===== src/rtl/z80pd_pkg.sv =====
// Shared types and constants for the Z80 instruction predecoder.
package z80pd_pkg;

	typedef enum logic [2:0] {
		PH_FIRST  = 3'd0,
		PH_PREFIX = 3'd1,
		PH_CB     = 3'd2,
		PH_CBOP   = 3'd3,
		PH_ED     = 3'd4,
		PH_DISP   = 3'd5,
		PH_IMMLO  = 3'd6,
		PH_IMMHI  = 3'd7
	} phase_t;

	typedef enum logic [1:0] {
		GRP_MAIN = 2'd0,
		GRP_CB   = 2'd1,
		GRP_ED   = 2'd2
	} group_t;

	localparam logic [7:0] BYTE_DD = 8'hDD;
	localparam logic [7:0] BYTE_FD = 8'hFD;
	localparam logic [7:0] BYTE_CB = 8'hCB;
	localparam logic [7:0] BYTE_ED = 8'hED;

	localparam logic [4:0] RG_NONE = 5'd0;
	localparam logic [4:0] RG_C    = 5'd2;
	localparam logic [4:0] RG_HLI  = 5'd7;
	localparam logic [4:0] RG_A    = 5'd8;
	localparam logic [4:0] RG_F    = 5'd9;
	localparam logic [4:0] RG_BC   = 5'd16;
	localparam logic [4:0] RG_DE   = 5'd17;
	localparam logic [4:0] RG_HL   = 5'd18;
	localparam logic [4:0] RG_SP   = 5'd19;
	localparam logic [4:0] RG_AF   = 5'd20;
	localparam logic [4:0] RG_AFX  = 5'd21;

	localparam logic [0:0] ADDR_START = 1'd0;

	typedef struct packed {
		logic [6:0]  form;
		logic [4:0]  opa;
		logic [4:0]  opb;
		logic [3:0]  sub;
		logic [15:0] imm;
		logic [7:0]  disp;
		logic        rel;
	} dec_t;

	function automatic logic [4:0] ixreg(input logic [1:0] pfx);
		return (pfx == 2'd2) ? 5'd15 : 5'd12;
	endfunction

	function automatic logic [4:0] reg8(input logic [2:0] y, input logic [1:0] pfx);
		if (pfx != 2'd0 && y >= 3'd4 && y <= 3'd5)
			return ((pfx == 2'd2) ? 5'd13 : 5'd10) + {4'd0, y[0]};
		return 5'd1 + {2'd0, y};
	endfunction

	function automatic logic [4:0] rpair(input logic [1:0] p, input logic [1:0] pfx,
			input logic af);
		if (p == 2'd2 && pfx != 2'd0) return ixreg(pfx);
		if (p == 2'd3) return af ? RG_AF : RG_SP;
		return RG_BC + {3'd0, p};
	endfunction

	// bits 1:0 immediate byte count, bit 2 displacement byte
	function automatic logic [2:0] need_main(input logic [7:0] op, input logic [1:0] pfx);
		logic [1:0] x;
		logic [2:0] y, z, d;
		x = op[7:6]; y = op[5:3]; z = op[2:0];
		d = (pfx != 2'd0) ? 3'd4 : 3'd0;
		case (x)
			2'd0: begin
				case (z)
					3'd0: return (y >= 3'd2) ? 3'd1 : 3'd0;
					3'd1: return (!y[0]) ? 3'd2 : 3'd0;
					3'd2: return (y >= 3'd4) ? 3'd2 : 3'd0;
					3'd4, 3'd5: return (y == 3'd6) ? d : 3'd0;
					3'd6: return 3'd1 | ((y == 3'd6) ? d : 3'd0);
					default: return 3'd0;
				endcase
			end
			2'd1: return (y == 3'd6 && z == 3'd6) ? 3'd0 :
				((y == 3'd6 || z == 3'd6) ? d : 3'd0);
			2'd2: return (z == 3'd6) ? d : 3'd0;
			default: begin
				case (z)
					3'd2, 3'd4: return 3'd2;
					3'd3: return (y == 3'd0) ? 3'd2 :
						((y == 3'd2 || y == 3'd3) ? 3'd1 : 3'd0);
					3'd5: return (y == 3'd1) ? 3'd2 : 3'd0;
					3'd6: return 3'd1;
					default: return 3'd0;
				endcase
			end
		endcase
	endfunction

	function automatic logic [2:0] need_ed(input logic [7:0] op);
		return (op[7:6] == 2'd1 && op[2:0] == 3'd3) ? 3'd2 : 3'd0;
	endfunction

	function automatic dec_t decode_main(input logic [7:0] op, input logic [1:0] pfx,
			input logic [7:0] d, input logic [15:0] imm);
		dec_t r;
		logic [1:0] x, p;
		logic [2:0] y, z;
		logic q, aw;
		logic [4:0] hl, src;
		x = op[7:6]; y = op[5:3]; z = op[2:0]; q = y[0]; p = y[2:1];
		hl = (pfx != 2'd0) ? ixreg(pfx) : RG_HL;
		r = '0;
		case (x)
			2'd0: begin
				case (z)
					3'd0: begin
						if (y == 3'd1) begin
							r.form = 7'd1; r.opa = RG_AF; r.opb = RG_AFX;
						end else if (y != 3'd0) begin
							r.form = (y == 3'd2) ? 7'd2 : ((y == 3'd3) ? 7'd3 : 7'd4);
							if (y >= 3'd4) r.sub = {2'd0, y[1:0]};
							r.disp = imm[7:0]; r.rel = 1'b1;
						end
					end
					3'd1: begin
						if (!q) begin
							r.form = 7'd5; r.opa = rpair(p, pfx, 1'b0); r.imm = imm;
						end else if (pfx != 2'd0) begin
							r.form = 7'd82; r.opa = hl; r.opb = rpair(p, pfx, 1'b0);
						end else begin
							r.form = 7'd6; r.opa = RG_HL; r.opb = rpair(p, 2'd0, 1'b0);
						end
					end
					3'd2: begin
						case (y)
							3'd0: begin r.form = 7'd7; r.opa = RG_BC; r.opb = RG_A; end
							3'd1: begin r.form = 7'd8; r.opa = RG_A; r.opb = RG_BC; end
							3'd2: begin r.form = 7'd9; r.opa = RG_DE; r.opb = RG_A; end
							3'd3: begin r.form = 7'd10; r.opa = RG_A; r.opb = RG_DE; end
							3'd4: begin
								r.form = (pfx != 2'd0) ? 7'd84 : 7'd11; r.opa = hl; r.imm = imm;
							end
							3'd5: begin
								r.form = (pfx != 2'd0) ? 7'd83 : 7'd12; r.opa = hl; r.imm = imm;
							end
							3'd6: begin r.form = 7'd13; r.opa = RG_A; r.imm = imm; end
							default: begin r.form = 7'd14; r.opa = RG_A; r.imm = imm; end
						endcase
					end
					3'd3: begin
						r.form = q ? 7'd16 : 7'd15; r.opa = rpair(p, pfx, 1'b0);
					end
					3'd4, 3'd5: begin
						if (y == 3'd6 && pfx != 2'd0) begin
							r.form = z[0] ? 7'd86 : 7'd85; r.opa = hl; r.disp = d;
						end else if (y == 3'd6) begin
							r.form = z[0] ? 7'd110 : 7'd109; r.opa = RG_HLI;
						end else begin
							r.form = z[0] ? 7'd18 : 7'd17; r.opa = reg8(y, pfx);
						end
					end
					3'd6: begin
						r.imm = imm;
						if (y == 3'd6 && pfx != 2'd0) begin
							r.form = 7'd87; r.opa = hl; r.disp = d;
						end else if (y == 3'd6) begin
							r.form = 7'd106; r.opa = RG_HLI;
						end else begin
							r.form = 7'd19; r.opa = reg8(y, pfx);
						end
					end
					default: r.form = 7'd20 + {4'd0, y};
				endcase
			end
			2'd1: begin
				if (y == 3'd6 && z == 3'd6) r.form = 7'd29;
				else if (pfx != 2'd0 && y == 3'd6) begin
					r.form = 7'd88; r.opa = hl; r.opb = reg8(z, 2'd0); r.disp = d;
				end else if (pfx != 2'd0 && z == 3'd6) begin
					r.form = 7'd89; r.opa = reg8(y, 2'd0); r.opb = hl; r.disp = d;
				end else begin
					r.form = 7'd28; r.opa = reg8(y, pfx); r.opb = reg8(z, pfx);
					if (pfx == 2'd0 && y == 3'd6) r.form = 7'd107;
					if (pfx == 2'd0 && z == 3'd6) r.form = 7'd108;
				end
			end
			2'd2: begin
				src = (pfx != 2'd0 && z == 3'd6) ? hl : reg8(z, pfx);
				aw = (y == 3'd0 || y == 3'd1 || y == 3'd3);
				r.form = aw ? 7'd31 : 7'd30; r.sub = {1'b0, y};
				if (pfx != 2'd0 && z == 3'd6) begin
					r.form = r.form + 7'd60; r.disp = d;
				end
				if (aw) begin r.opa = RG_A; r.opb = src; end
				else r.opa = src;
			end
			default: begin
				case (z)
					3'd0: begin r.form = 7'd32; r.sub = {1'b0, y}; end
					3'd1: begin
						if (!q) begin r.form = 7'd33; r.opa = rpair(p, pfx, 1'b1); end
						else if (p == 2'd0) r.form = 7'd34;
						else if (p == 2'd1) r.form = 7'd35;
						else if (p == 2'd2) begin
							r.form = (pfx != 2'd0) ? 7'd92 : 7'd36; r.opa = hl;
						end else begin r.form = 7'd37; r.opa = RG_SP; r.opb = hl; end
					end
					3'd2: begin r.form = 7'd38; r.sub = {1'b0, y}; r.imm = imm; end
					3'd3: begin
						case (y)
							3'd0: begin r.form = 7'd39; r.imm = imm; end
							3'd2: begin r.form = 7'd40; r.opa = RG_A; r.imm = imm; end
							3'd3: begin r.form = 7'd41; r.opa = RG_A; r.imm = imm; end
							3'd4: begin
								r.form = (pfx != 2'd0) ? 7'd94 : 7'd42; r.opa = RG_SP; r.opb = hl;
							end
							3'd5: begin r.form = 7'd43; r.opa = RG_DE; r.opb = RG_HL; end
							3'd6: r.form = 7'd44;
							3'd7: r.form = 7'd45;
							default: r.form = 7'd0;
						endcase
					end
					3'd4: begin r.form = 7'd46; r.sub = {1'b0, y}; r.imm = imm; end
					3'd5: begin
						if (!q) begin r.form = 7'd47; r.opa = rpair(p, pfx, 1'b1); end
						else if (p == 2'd0) begin r.form = 7'd48; r.imm = imm; end
					end
					3'd6: begin r.form = 7'd49; r.sub = {1'b0, y}; r.imm = imm; end
					default: begin
						r.form = 7'd51; r.sub = {1'b0, y}; r.imm = {10'd0, y, 3'd0};
					end
				endcase
			end
		endcase
		return r;
	endfunction

	function automatic dec_t decode_cb(input logic [7:0] op, input logic [1:0] pfx,
			input logic [7:0] d);
		dec_t r;
		logic [6:0] base;
		r = '0;
		base = 7'd52 + {5'd0, op[7:6]};
		r.sub = {1'b0, op[5:3]};
		if (pfx == 2'd0) begin
			r.form = (op[7:6] != 2'd0 && op[2:0] == 3'd6) ? 7'd110 + {5'd0, op[7:6]} : base;
			r.opa = reg8(op[2:0], 2'd0);
		end else if (op[2:0] == 3'd6) begin
			r.form = base + 7'd26; r.opa = ixreg(pfx); r.disp = d;
		end else begin
			r.form = base + 7'd22; r.opa = ixreg(pfx); r.opb = reg8(op[2:0], 2'd0);
			r.disp = d;
		end
		return r;
	endfunction

	function automatic dec_t decode_ed(input logic [7:0] op, input logic [15:0] imm);
		dec_t r;
		logic [2:0] y, z;
		logic [4:0] rr;
		y = op[5:3]; z = op[2:0];
		rr = (y == 3'd6) ? RG_F : reg8(y, 2'd0);
		r = '0;
		r.form = 7'd72;
		if (op[7:6] == 2'd1) begin
			case (z)
				3'd0: begin r.form = 7'd56; r.opa = rr; r.opb = RG_C; end
				3'd1: begin r.form = 7'd57; r.opa = RG_C; r.opb = rr; end
				3'd2: begin
					r.form = y[0] ? 7'd59 : 7'd58; r.opa = RG_HL;
					r.opb = rpair(y[2:1], 2'd0, 1'b0);
				end
				3'd3: begin
					r.form = y[0] ? 7'd61 : 7'd60; r.opa = rpair(y[2:1], 2'd0, 1'b0);
					r.imm = imm;
				end
				3'd4: r.form = 7'd62;
				3'd5: r.form = (y == 3'd1) ? 7'd64 : 7'd63;
				3'd6: begin r.form = 7'd65; r.sub = {1'b0, y}; end
				default: r.form = (y < 3'd6) ? 7'd66 + {4'd0, y} : 7'd72;
			endcase
		end else if (op[7:6] == 2'd2 && y[2] && !z[2]) begin
			r.form = 7'd73; r.sub = {y[1:0], z[1:0]};
		end
		return r;
	endfunction

endpackage


===== src/rtl/z80_instruction_predecoder_core.sv =====
// Z80 instruction predecoder: byte-stream prefix/group tracker with one result per instruction.
// Takes one code byte per cycle while in_stall is low; an instruction's result is registered in the cycle
// after its last byte is transferred, held in an output register that stalls independently
// of the input as long as the output is draining (input stalls only when that register is full
// and stalled). Prefix tracking, field splitting and decode form a single combinational pass
// between the held state and the result register. Writing start_address restarts decoding.
module z80_instruction_predecoder_core
	import z80pd_pkg::*;
(
	input  logic        clk,
	input  logic        arst_n,
	input  logic        psel,
	input  logic        penable,
	input  logic        pwrite,
	input  logic [0:0]  paddr,
	input  logic [31:0] pwdata,
	output logic [31:0] prdata,
	output logic        pready,
	input  logic        in_valid,
	output logic        in_stall,
	input  logic [7:0]  code_byte,
	output logic        out_valid,
	input  logic        out_stall,
	output logic [6:0]  form,
	output logic [4:0]  first_operand,
	output logic [4:0]  second_operand,
	output logic [3:0]  sub_code,
	output logic [15:0] immediate,
	output logic signed [7:0] displacement,
	output logic [2:0]  length,
	output logic [15:0] instr_address,
	output logic [15:0] jump_target
);

	phase_t      phase_q, phase_d;
	logic [1:0]  pfx_q, pfx_d;
	group_t      grp_q, grp_d;
	logic [7:0]  op_q, op_d, disp_q, disp_d, imml_q, imml_d;
	logic [2:0]  taken_q, taken_d;
	logic [15:0] start_q, addr_q, addr_d;

	logic        cfg_wr, acc, emit;
	logic [2:0]  len;
	logic [15:0] imm_w;
	logic [2:0]  need;
	dec_t        dec;
	logic [15:0] tgt;

	assign pready = 1'b1;
	assign prdata = (paddr == ADDR_START) ? {16'd0, start_q} : 32'd0;
	assign cfg_wr = psel && penable && pwrite;

	assign in_stall = out_valid && out_stall;
	assign acc = in_valid && !in_stall;

	always_comb begin
		phase_d = phase_q; pfx_d = pfx_q; grp_d = grp_q; op_d = op_q;
		disp_d = disp_q; imml_d = imml_q; emit = 1'b0; imm_w = 16'd0;
		need = 3'd0;
		taken_d = (taken_q < 3'd7) ? taken_q + 3'd1 : taken_q;
		case (phase_q)
			PH_CB: begin
				if (pfx_q != 2'd0) begin disp_d = code_byte; phase_d = PH_CBOP; end
				else begin op_d = code_byte; emit = 1'b1; end
			end
			PH_CBOP: begin op_d = code_byte; emit = 1'b1; end
			PH_ED: begin
				op_d = code_byte;
				need = need_ed(code_byte);
				if (need[1:0] != 2'd0) phase_d = PH_IMMLO;
				else emit = 1'b1;
			end
			PH_DISP: begin
				disp_d = code_byte;
				need = (grp_q == GRP_ED) ? need_ed(op_q) : need_main(op_q, pfx_q);
				if (need[1:0] != 2'd0) phase_d = PH_IMMLO;
				else emit = 1'b1;
			end
			PH_IMMLO: begin
				imml_d = code_byte;
				need = (grp_q == GRP_ED) ? need_ed(op_q) : need_main(op_q, pfx_q);
				if (need[1:0] == 2'd2) phase_d = PH_IMMHI;
				else begin emit = 1'b1; imm_w = {8'd0, code_byte}; end
			end
			PH_IMMHI: begin emit = 1'b1; imm_w = {code_byte, imml_q}; end
			default: begin
				if (code_byte == BYTE_DD || code_byte == BYTE_FD) begin
					if (phase_q == PH_PREFIX) begin
						grp_d = GRP_MAIN; op_d = 8'd0; emit = 1'b1;
					end else begin
						pfx_d = (code_byte == BYTE_DD) ? 2'd1 : 2'd2;
						phase_d = PH_PREFIX;
					end
				end else if (code_byte == BYTE_CB) begin
					grp_d = GRP_CB; phase_d = PH_CB;
				end else if (code_byte == BYTE_ED) begin
					grp_d = GRP_ED; pfx_d = 2'd0; phase_d = PH_ED;
				end else begin
					grp_d = GRP_MAIN; op_d = code_byte;
					need = need_main(code_byte, pfx_q);
					if (need[2]) phase_d = PH_DISP;
					else if (need[1:0] != 2'd0) phase_d = PH_IMMLO;
					else emit = 1'b1;
				end
			end
		endcase
		if (grp_d == GRP_CB) dec = decode_cb(op_d, pfx_d, disp_d);
		else if (grp_d == GRP_ED) dec = decode_ed(op_d, imm_w);
		else dec = decode_main(op_d, pfx_d, disp_d, imm_w);
		len = taken_d;
		addr_d = addr_q + {13'd0, len};
		tgt = dec.rel ? addr_d + {{8{dec.disp[7]}}, dec.disp} : 16'd0;
	end

	always_ff @(posedge clk or negedge arst_n) begin
		if (!arst_n) begin
			phase_q <= PH_FIRST; pfx_q <= 2'd0; grp_q <= GRP_MAIN;
			op_q <= 8'd0; disp_q <= 8'd0; imml_q <= 8'd0; taken_q <= 3'd0;
			start_q <= 16'd0; addr_q <= 16'd0;
		end else if (cfg_wr && paddr == ADDR_START) begin
			start_q <= pwdata[15:0]; addr_q <= pwdata[15:0];
			phase_q <= PH_FIRST; pfx_q <= 2'd0; grp_q <= GRP_MAIN;
			op_q <= 8'd0; disp_q <= 8'd0; imml_q <= 8'd0; taken_q <= 3'd0;
		end else if (acc) begin
			if (emit) begin
				phase_q <= PH_FIRST; pfx_q <= 2'd0; grp_q <= GRP_MAIN;
				op_q <= 8'd0; disp_q <= 8'd0; imml_q <= 8'd0; taken_q <= 3'd0;
				addr_q <= addr_d;
			end else begin
				phase_q <= phase_d; pfx_q <= pfx_d; grp_q <= grp_d;
				op_q <= op_d; disp_q <= disp_d; imml_q <= imml_d; taken_q <= taken_d;
			end
		end
	end

	always_ff @(posedge clk or negedge arst_n) begin
		if (!arst_n) out_valid <= 1'b0;
		else if (acc && emit) out_valid <= 1'b1;
		else if (!out_stall) out_valid <= 1'b0;
	end

	always_ff @(posedge clk) begin
		if (acc && emit) begin
			form <= dec.form; first_operand <= dec.opa; second_operand <= dec.opb;
			sub_code <= dec.sub; immediate <= dec.imm; displacement <= dec.disp;
			length <= len; instr_address <= addr_q; jump_target <= tgt;
		end
	end

	// a prefix ahead of a four-byte ED op makes a five-byte transfer count
	a_len: assert property (@(posedge clk) disable iff (!arst_n)
		out_valid |-> (length != 3'd0 && length <= 3'd5))
		else $error("length out of range");
	a_hold: assert property (@(posedge clk) disable iff (!arst_n)
		in_stall |-> out_valid)
		else $error("input stalled without pending result");
	a_first: assert property (@(posedge clk) disable iff (!arst_n)
		(phase_q == PH_FIRST) |-> (taken_q == 3'd0))
		else $error("byte count not cleared");

endmodule

===== config.mk =====
export PLATFORM = sky130hd
export DESIGN_NAME = z80_instruction_predecoder_core
export DESIGN_NICKNAME = d
export VERILOG_FILES = /design/src/rtl/z80pd_pkg.sv /design/src/rtl/z80_instruction_predecoder_core.sv
export SDC_FILE = /design/constraint.sdc
export NUM_CORES = 1
export LEC_CHECK = 0
export ABC_AREA = 1
export BUFFER_PORTS_ARGS = -buffer_cell sky130_fd_sc_hd__buf_4
export CAP_MARGIN = 25
export CORE_UTILIZATION = 50
export CTS_BUF_LIST = sky130_fd_sc_hd__clkbuf_8 sky130_fd_sc_hd__clkbuf_16
export DETAILED_ROUTE_END_ITERATION = 10
export PLACE_DENSITY = 0.72
export SLEW_MARGIN = 0
export SYNTH_ARGS = -nofsm -noshare
export SYNTH_HDL_FRONTEND = slang
export SYNTH_SLANG_ARGS = --single-unit

===== constraint.sdc =====
create_clock -name clk -period 6.94 [get_ports clk]
set_clock_uncertainty 0.05 [all_clocks]
set_input_delay 0 -clock clk [delete_from_list [all_inputs] [get_ports clk]]
set_output_delay 0 -clock clk [all_outputs]
set_load 0.02 [all_outputs]

# [After elaboration in Yosys (flattened, before gate mapping)]
# Cells that the tools add are included.
[classes] n_addsub=15 n_lt_le_gt_ge=10 n_eq_ne=65 muxes=333 n_bitwise=1 reduce_logical=76
[ops] cell="$mux W16" n=11
[ops] cell="$mux W8" n=22
[ops] cell="$mux W5" n=34
[ops] cell="$pmux W7 S7" n=3
[ops] cell="$mux W1" n=117
[ops] cell="$mux W12" n=9
[ops] cell="$mux W7" n=15
[ops] cell="$mux W3" n=33
[ops] cell="$mux W46" n=2
[ops] cell="$pmux W12 S7" n=1
[ops] cell="$mux W2" n=40
[ops] cell="$pmux W5 S3" n=5
[ops] cell="$pmux W16 S2" n=2
[ops] cell="$pmux W16 S4" n=1
[ops] cell="$eq A3 B3 Y1 const B" n=19
[ops] cell="$mux W17" n=3
[ops] cell="$pmux W17 S3" n=1
[ops] cell="$mux W10" n=5
[ops] cell="$pmux W16 S3" n=1
[ops] cell="$pmux W8 S3" n=2
[ops] cell="$eq A3 B2 Y1 const B" n=14
[ops] cell="$pmux W7 S6" n=1
[ops] cell="$eq A8 B8 Y1 const B" n=4
[ops] cell="$pmux W8 S2" n=2
[ops] cell="52 further kinds" n=153
[word_totals] regBits=147 input_bits=48 out_inout_bits=115 word_cells=520

# [Longest topological paths before layout]
# Gate-level depths: netlist of the first run.
[depth] ltp_word=30 depth_mapped=36 depth_no_buf=34

# [Worst setup path after synthesis of the first run]
# Ideal clock, no wire load.
[synth_path] path_kind="register -> register" start="register pfx_q[0]" end="register addr_q[1]" setup_time_ns=0.124 t_arrival_ns=5.449 required_ns=6.766 slack_ns=1.317 path_stages_with_launch=12 n_path_buf=0 synth_period_minus_slack_ns=5.623 path_cell_list="dfrtp_1 > nor2_1 > inv_1 > nand2_1 > inv_1 > o211ai_1 > nand3_1 > nor2_1 > a31oi_1 > nor2_1 > inv_1 > o311ai_0"
[synth_via] elab_chain_cells=16 word_cells_on_any_way=20 cone_classes="mux (17); reduce/logical (3)"
[synth_rtl] element="from (decl)" line="z80_instruction_predecoder_core.sv:36" rtl="logic [1:0] pfx_q, pfx_d;"
[synth_rtl] element="from (signal assigned)" line="z80_instruction_predecoder_core.sv:130" rtl="phase_q <= phase_d; pfx_q <= pfx_d; grp_q <= grp_d;"
[synth_rtl] element="$reduce_bool A2 Y1 (*)" line="z80pd_pkg.sv:72, z80_instruction_predecoder_core.sv:63"
[synth_rtl] element="$mux W3" line="z80pd_pkg.sv:72" rtl="d = (pfx != 2'd0) ? 3'd4 : 3'd0;"
[synth_rtl] element="$mux W3 (on tied branches)" line="z80pd_pkg.sv:79, z80pd_pkg.sv:80, z80pd_pkg.sv:85"
[synth_rtl] element="$pmux W3 S5 or $mux W3 (tied branches)" line="z80pd_pkg.sv:75, z80pd_pkg.sv:84"
[synth_rtl] element="$pmux W3 S3" line="z80pd_pkg.sv:73" rtl="case (x)"
[synth_rtl] element="$mux W3" line="z80_instruction_predecoder_core.sv:96" rtl="end else if (code_byte == BYTE_ED) begin"
[synth_rtl] element="$mux W3" line="z80_instruction_predecoder_core.sv:94" rtl="end else if (code_byte == BYTE_CB) begin"
[synth_rtl] element="$mux W3" line="z80_instruction_predecoder_core.sv:87" rtl="if (code_byte == BYTE_DD || code_byte == BYTE_FD) begin"
[synth_rtl] element="$mux W3" line="z80_instruction_predecoder_core.sv:61" rtl="case (phase_q)"
[synth_rtl] element="$mux W1" line="z80_instruction_predecoder_core.sv:101" rtl="if (need[2]) phase_d = PH_DISP;"
[synth_rtl] element="$mux W1" line="z80_instruction_predecoder_core.sv:96"
[synth_rtl] element="$mux W1" line="z80_instruction_predecoder_core.sv:94"
[synth_rtl] element="$mux W1" line="z80_instruction_predecoder_core.sv:87"
[synth_rtl] element="$pmux W1 S5 (*)" line="z80_instruction_predecoder_core.sv:61"
[synth_rtl] element="$reduce_bool A2 Y1 (no source line) (*)"
[synth_rtl] element="$reduce_and A2 Y1 (no source line) (*)"
[synth_rtl] element="to (signal assigned)" line="z80_instruction_predecoder_core.sv:121" rtl="start_q <= pwdata[15:0]; addr_q <= pwdata[15:0];"
[synth_rtl] element="to (signal assigned)" line="z80_instruction_predecoder_core.sv:128" rtl="addr_q <= addr_d;"
[synth_rtl] element="to (decl)" line="z80_instruction_predecoder_core.sv:40" rtl="logic [15:0] start_q, addr_q, addr_d;"
# Every way passes the cells marked *; elsewhere a longest branch is shown, timed or not. The select of a mux whose other input is x is not followed.
# A chain may end at the register's enable or synchronous reset.

==> impl_results.md, run 1 <==
* Status: completed
* Final Hold Viols at 0
* Critical path arrival at between 6000 and 7000 ps
* Fin nets at 1700
* Gpl congestion at between 0.9 and 1
* Synth cell types at 56
* Initial antenna violation count at 0
* Worst-case clock buffer depth at 2
* Synthesis-to-finish area growth at 19.7%
* Clock share of power at between 10% and 20%
* Floorplan core area at about 21000 um2
* Reg2Reg Setup Slack at 680 ps
* Hold Crit Start: in_valid
* Final setup viols at 0
* Worst-path fanout max at 11
* Wirelength, routed at about 38000 um
* Clock-pin slew on the worst setup and hold paths at 80 ps
* Hold depth at 5
* Final Max Tran Viols at 0
* Max cap viols at 0
* Drt first pass iters at 5
* Inst Count DP at ~1800
* Clock sinks at between 100 and 150
* Switching pwr at 0.00351 W
* Number of antenna diodes at 0
* Worst VDD drop at between 0.2 and 0.25 mV
* Non-filler cells, final at roughly 1900
* Critical path class: register to register
* Combinational group share of total power at 63.3%
* Origin of the critical flop-to-flop path: phase_q[0]
* Crit path required time at 7070 ps
* Rel. slew slack at between 30% and 40%
* # IOs at roughly 160
* CTS tree: done
* Final period utilization at about nine tenths
* WHS Endpoint: taken_q[2]
* Post-DP HPWL at about 29000 um
* Global-route wire length before repair at about 60000 um
* Post-synth EDFFs at 80
* Top cell type's share of synthesized area at roughly 22%
* Final Critical Period at ~6300 ps
* # port buffers at roughly 130
* Reg2reg path depth at 33
* Worst path slowest cell: dfrtp_1
* P_leak at ~6 nW
* CP startpoint kind: register
* Layout cells sized above 1 at between 15 and 20%
* Post-route setup TNS at 0 ps
* Vias in the first global route at a little over 10000
* Sequential power share at between 20% and 30%
* Yosys warnings at 0
* Syn Inst Count at around 1400
* Slew @ Worst Pin at approximately 1000 ps
* Hold crit path type: input port to register
* Most used flip-flop cell after synthesis: edfxtp_1
* Clk root buf: clkbuf_16
* Die Ht at 148 um
* Remaining DRCs at 0
* CTS buffer count at 17
* Syn Std Cell Area at roughly 11000 um2
* DR iter-0 viols at 1176
* Average routed wire per standard cell at 20.2 um
* Clk_lat worst skew at roughly 430 ps
* Setup WS pre-CTS at 902 ps
* R2r endpoint: jump_target[14]
* Gr usage total at a little over a third
* Power Total at ~0.0066 W
* Yosys top cell by area: edfxtp_1
* Area contributors post-synth: edfxtp_1 (22%), dfrtp_1 (16%), nand2_1 (11%)
* Pin count of the biggest net entering global routing at 68
* Syn avg cell area at between 7 and 8 um2
* Setup crit end kind: register
* Drt via density at approximately 5.8
* Routed Antenna Nets at 0
* Most used cell, CP: nand2_1
* Via Count at around 11000
* Core Rows at 53
* DIE AREA at ~22000 um2
* Worst Slack Setup Final at around 680 ps
* Sw Share at a little over half
* Post-cts sizing count at 0
* Seq cells post-synth at 147
* Die X at 148 um
* Crit path largest cell delay at about 460 ps
* Final Core Density at between 60% and 70%
* H-tree level count at 4
* Post-synthesis sequential area ratio at a little under two fifths
* Fmax at between 150 and 200 MHz
* Int Power at 0.00306 W
* Starting Density at about half
* Total grt overflow at 0
* PD cells at 512 nW/um2
* Async SR Flop Fraction at between 40 and 50%
* RSZ-0062 raised after global routing: false
sequential cells by signal, summed over array words and instances, names as in the netlist, 2 cells and up:
name and count:
length 3, taken_q 3, jump_target 16, imml_q 8, addr_q 16, displacement 8, sub_code 4, disp_q 8
immediate 16, instr_address 16, second_operand 5, phase_q 3, pfx_q 2, form 7, first_operand 5, grp_q 2
start_q 16, op_q 8
cell usage in the layout, fill, tap and decap left out, types with 26 or more instances in the layout:
master / Yosys / routed
nor2_1: 145 / 144
o21ai_0: 103 / 103
a21oi_1: 76 / 76
nand2_1: 316 / 316
dfrtp_1: 67 / 67
dlygate4sd3_1: 0 / 26
inv_1: 169 / 169
ha_1: 50 / 50
buf_4: 20 / 155
edfxtp_1: 80 / 80
nand3_1: 104 / 104
o22ai_1: 35 / 35
routing by layer:
layer	up-vias	wire length (um)	track usage (%)	part of all wire, %
met5	-	0	0	0
met4	0	1910	17.4	5.0
met3	122	3440	5.40	9.0
met2	649	16900	55.2	44
met1	5070	15800	47.4	41
li1	5138	-	-	-
through the flow:
step / area [um2] / hold WS [ps]
after floorplan: 10800 / -346
after global placement: 12000 / 124
after detailed placement: 12000 / 125
after CTS: 12800 / 91.0
after global routing: 12800 / 128
final: 12800 / 111
area by class of cell:
class | count | area (um2)
Fill cell | 1891 | 8180
Multi-Input combinational cell | 1059 | 5650
Sequential cell | 147 | 4080
Timing Repair Buffer | 181 | 1420
Inverter | 194 | 733
Clock buffer | 17 | 425
Tap cell | 275 | 344
Clock inverter | 15 | 183
Yosys cell counts (16+ instances only):
library cell	number
a31oi_1	22
inv_2	22
a21oi_1	76
edfxtp_1	80
buf_4	20
nand3_1	104
inv_1	169
clkbuf_1	23
dfrtp_1	67
nand2_1	316
nand4_1	16
nor2_2	21
o21ai_0	103
nor2_1	145
ha_1	50
nand2_2	19
o22ai_1	35
nor3_1	19
power by group through the flow:
| stage | combinational (W) | sequential, W | clock, W |
|---|---|---|---|
| floorplan | 0.00241 | 0.00170 | 0 |
| global placement | 0.00403 | 0.00149 | 0 |
| detailed placement | 0.00401 | 0.00150 | 0 |
| CTS | 0.00405 | 0.00148 | 0.000942 |
| global route | 0.00449 | 0.00151 | 0.000975 |
| finish | 0.00416 | 0.00149 | 0.000931 |
how the worst max path moves through the flow:
stage | start | endpoint | slack, ps | cells after the start
2_1_floorplan | pfx_q[0] | addr_q[1] | 1320 | 11
3_3_place_gp | phase_q[0] | jump_target[14] | 1020 | 33
3_5_place_dp | phase_q[0] | jump_target[14] | 900 | 33
4_1_cts | phase_q[0] | jump_target[14] | 820 | 33
5_1_grt | phase_q[0] | jump_target[14] | 190 | 33
6_report | phase_q[0] | jump_target[14] | 680 | 33
cell families after synthesis:
group	count (synthesis)	synth area share (%)
other cells	2	0.0700
xor+xnor	19	1.55
simple gates	672	28.1
buf+inv	250	9.87
fa+ha+maj	52	6.20
compound gates	299	16.2
flops	147	38.0
worst max-delay path: cells and delay by family, from the launching register on:
kind	cells	cell delay, ps
compound gates	12	2190
simple gates	13	1910
buf+inv	5	530
flops	1	460
fa+ha+maj	3	860
what timing repair did:
| item | CTS | global route |
|---|---|---|
| hold buffers | 26 | 0 |
| setup buffers | 0 | 0 |
| hold endpoints to repair | 121 | 0 |
No activity file was read; power rests on OpenSTA's default activity.
==> inputs of run 2 (changes only) <==
--- a/config.mk
+++ b/config.mk
@@ -8,10 +8,12 @@
 export ABC_AREA = 1
 export BUFFER_PORTS_ARGS = -buffer_cell sky130_fd_sc_hd__buf_4
 export CAP_MARGIN = 25
-export CORE_UTILIZATION = 50
+export CELL_PAD_IN_SITES_DETAIL_PLACEMENT = 0
+export CELL_PAD_IN_SITES_GLOBAL_PLACEMENT = 1
+export CORE_UTILIZATION = 42
 export CTS_BUF_LIST = sky130_fd_sc_hd__clkbuf_8 sky130_fd_sc_hd__clkbuf_16
 export DETAILED_ROUTE_END_ITERATION = 10
-export PLACE_DENSITY = 0.72
+export PLACE_DENSITY_LB_ADDON = 0.1
 export SLEW_MARGIN = 0
 export SYNTH_ARGS = -nofsm -noshare
 export SYNTH_HDL_FRONTEND = slang
==> constraint.sdc (replaced) <==
create_clock -name clk -period 6.1 [get_ports clk]
set_clock_uncertainty 0.05 [all_clocks]
set_input_delay 0 -clock clk [delete_from_list [all_inputs] [get_ports clk]]
set_output_delay 0 -clock clk [all_outputs]
set_load 0.02 [all_outputs]
==> impl_results.md, run 2 (synthesis results as in run 1) <==
* Average routed wire per standard cell at 19.8 um (-1.9%)
* Wirelength, routed at 39000 um (+2.5%)
* # port buffers at 129 (unchanged)
* CTS tree: done
* Die Ht at 162 um (+9.0%)
* PD cells at 578 nW/um2 (+13%)
* Gr usage total at 30.3% (-4.9 points)
* Drt first pass iters at 5 (unchanged)
* Critical path arrival at 5560 ps (-830 ps)
* Vias in the first global route at 10300 (-0.87%)
* Worst-case clock buffer depth at 2 (unchanged)
* RSZ-0062 raised after global routing: false
* Status: completed
* Most used cell, CP: nand2_1
* Total grt overflow at 0 (unchanged)
* Floorplan core area at 25100 um2 (+19%)
* Rel. slew slack at 34.9% (+2.5 points)
* Worst-path fanout max at 6 (-5)
* Final Hold Viols at 0 (unchanged)
* Non-filler cells, final at 1972 (+4.4%)
* Clk root buf: clkbuf_16
* Fillcell total at 2515 (+33%)
* Synthesis-to-finish area growth at 22.6%
* Layout cells sized above 1 at 19.4% (+1.8 points)
* DIE AREA at 26200 um2 (+19%)
* Max cap viols at 0 (unchanged)
* Clock sinks at 147 (unchanged)
* Final setup viols at 0 (unchanged)
* Final Max Tran Viols at 0 (unchanged)
* Hold crit path type: input port to register
* Crit path required time at 6230 ps (-840 ps)
* Global-route wire length before repair at 60100 um (+2.5%)
* Core Rows at 58 (+9.4%)
* Drt via density at 5.48 (-5.8%)
* Crit path largest cell delay at 550 ps (+90 ps)
* DP Area at 12300 um2 (+2.4%)
* Fin nets at 1729 (+1.7%)
* Routed Antenna Nets at 0 (unchanged)
* Die X at 162 um (+9.0%)
* DR iter-0 viols at 895 (-24%)
* Inst Count DP at 1912 (+4.5%)
* Gpl congestion at 0.980 (-1.2%)
* Most frequent cells in the layout: nand2_1 (316), buf_4 (183), inv_1 (169), nor2_1 (142), nand3_1 (104)
* Number of antenna diodes at 0 (unchanged)
* Clk_lat worst skew at 430 ps (about the same)
* H-tree level count at 4 (unchanged)
* Pin count of the biggest net entering global routing at 68 (unchanged)
* Starting Density at 42.7% (-8.3 points)
* Via Count at 10805 (-1.6%)
* Final Critical Period at 5430 ps (-831 ps)
* Critical path class: register to register
* Final period utilization at 89.1% (-1.2 points)
* Post-route setup TNS at 0 ps (unchanged)
* Slew @ Worst Pin at 967 ps (-37.6 ps)
* Clock-pin slew on the worst setup and hold paths at 80 ps (about the same)
* Most common cell after layout, fill and taps aside: nand2_1
* CP startpoint kind: register
* Worst VDD drop at 0.253 mV (+19%)
* Finished Cell Area at 13200 um2 (+2.4%)
* Post-DP HPWL at 29600 um (+3.2%)
* Fmax at 184 MHz (+15%)
* Setup crit end kind: register
* Remaining DRCs at 0 (unchanged)
* Initial antenna violation count at 0 (unchanged)
* CTS buffer count at 17 (unchanged)
* # IOs at 163 (unchanged)
* Worst path slowest cell: nor2_1
* P_leak at 6.18 nW (+2.3%)
-- run 2: cell count changes in the layout (fill, tap and decap cells not counted), moves of 2 or more --
| cell | previous run | this run |
|---|---|---|
| dfrtp_2 | 0 | 2 |
| o21ai_0 | 103 | 101 |
| nor2_1 | 144 | 142 |
| inv_8 | 3 | 5 |
| buf_4 | 155 | 183 |
| dfrtp_1 | 67 | 65 |
-- run 2: worst paths after layout --
| kind | start | endpoint | slack [ps] | cells after the start |
|---|---|---|---|---|
| worst max-delay path | phase_q[0] | jump_target[14] | 670 | 33 |
| worst min-delay path | in_valid | taken_q[2] | 130 | 5 |
| worst max register to register | phase_q[0] | jump_target[14] | 670 | 33 |
| worst min register to register | addr_q[10] | instr_address[10] | 430 | 0 |
| max in group asynchronous | arst_n | phase_q[2] | 5170 | 2 |
| min in group asynchronous | arst_n | taken_q[0] | 170 | 2 |
-- run 2: metal layers --
layer	track usage [%]	vias up	share of wire (%)
li1	-	5194	-
met1	41.4	5024	44
met2	47.1	507	44
met3	4.44	80	7.4
met4	14.5	0	4.3
met5	0	-	0
-- run 2: final cells by class --
cell class                 instances  area (um2)  share of cell area [%]
clock buffer                      17         425                    3.23
clock inverter                    15         180                    1.37
inverter                         194         733                    5.57
multi-input combinational       1059        5670                    43.1
sequential                       147        4080                    31.0
tap                              330         413                    3.14
timing repair buffer             210        1650                    12.6
-- run 2: power by group --
part | internal [W] | switching (W)
combinational | 0.00152 | 0.00333
clock | 0.000556 | 0.000520
sequential | 0.00150 | 0.000180
-- run 2: critical path, delay by kind of cell, from the launching register on --
kind | cells | cell delay [ps]
AOI/OAI and AO/OA | 12 | 1720
adders and majority gates | 2 | 700
buffers and inverters | 7 | 760
DFF | 1 | 460
and+or+nand+nor | 12 | 1480
-- run 2: repair_timing --
action | 4_1_cts | 5_1_grt
setup endpoints to repair | 0 | 2
buffers inserted | 0 | 2
hold endpoints to repair | 120 | 0
hold buffers | 26 | 0
gates resized for setup | 0 | 8
-- run 2: metrics by stage --
step	hold slack [ps]	utilization (%)	worst slack, ps	total power [W]
2_1_floorplan	-346	-	477	0.00468
3_3_place_gp	143	48.8	510	0.00644
3_5_place_dp	133	48.8	523	0.00642
4_1_cts	129	52.3	457	0.00753
5_1_grt	185	52.4	26.4	0.00812
6_report	126	52.4	667	0.00761
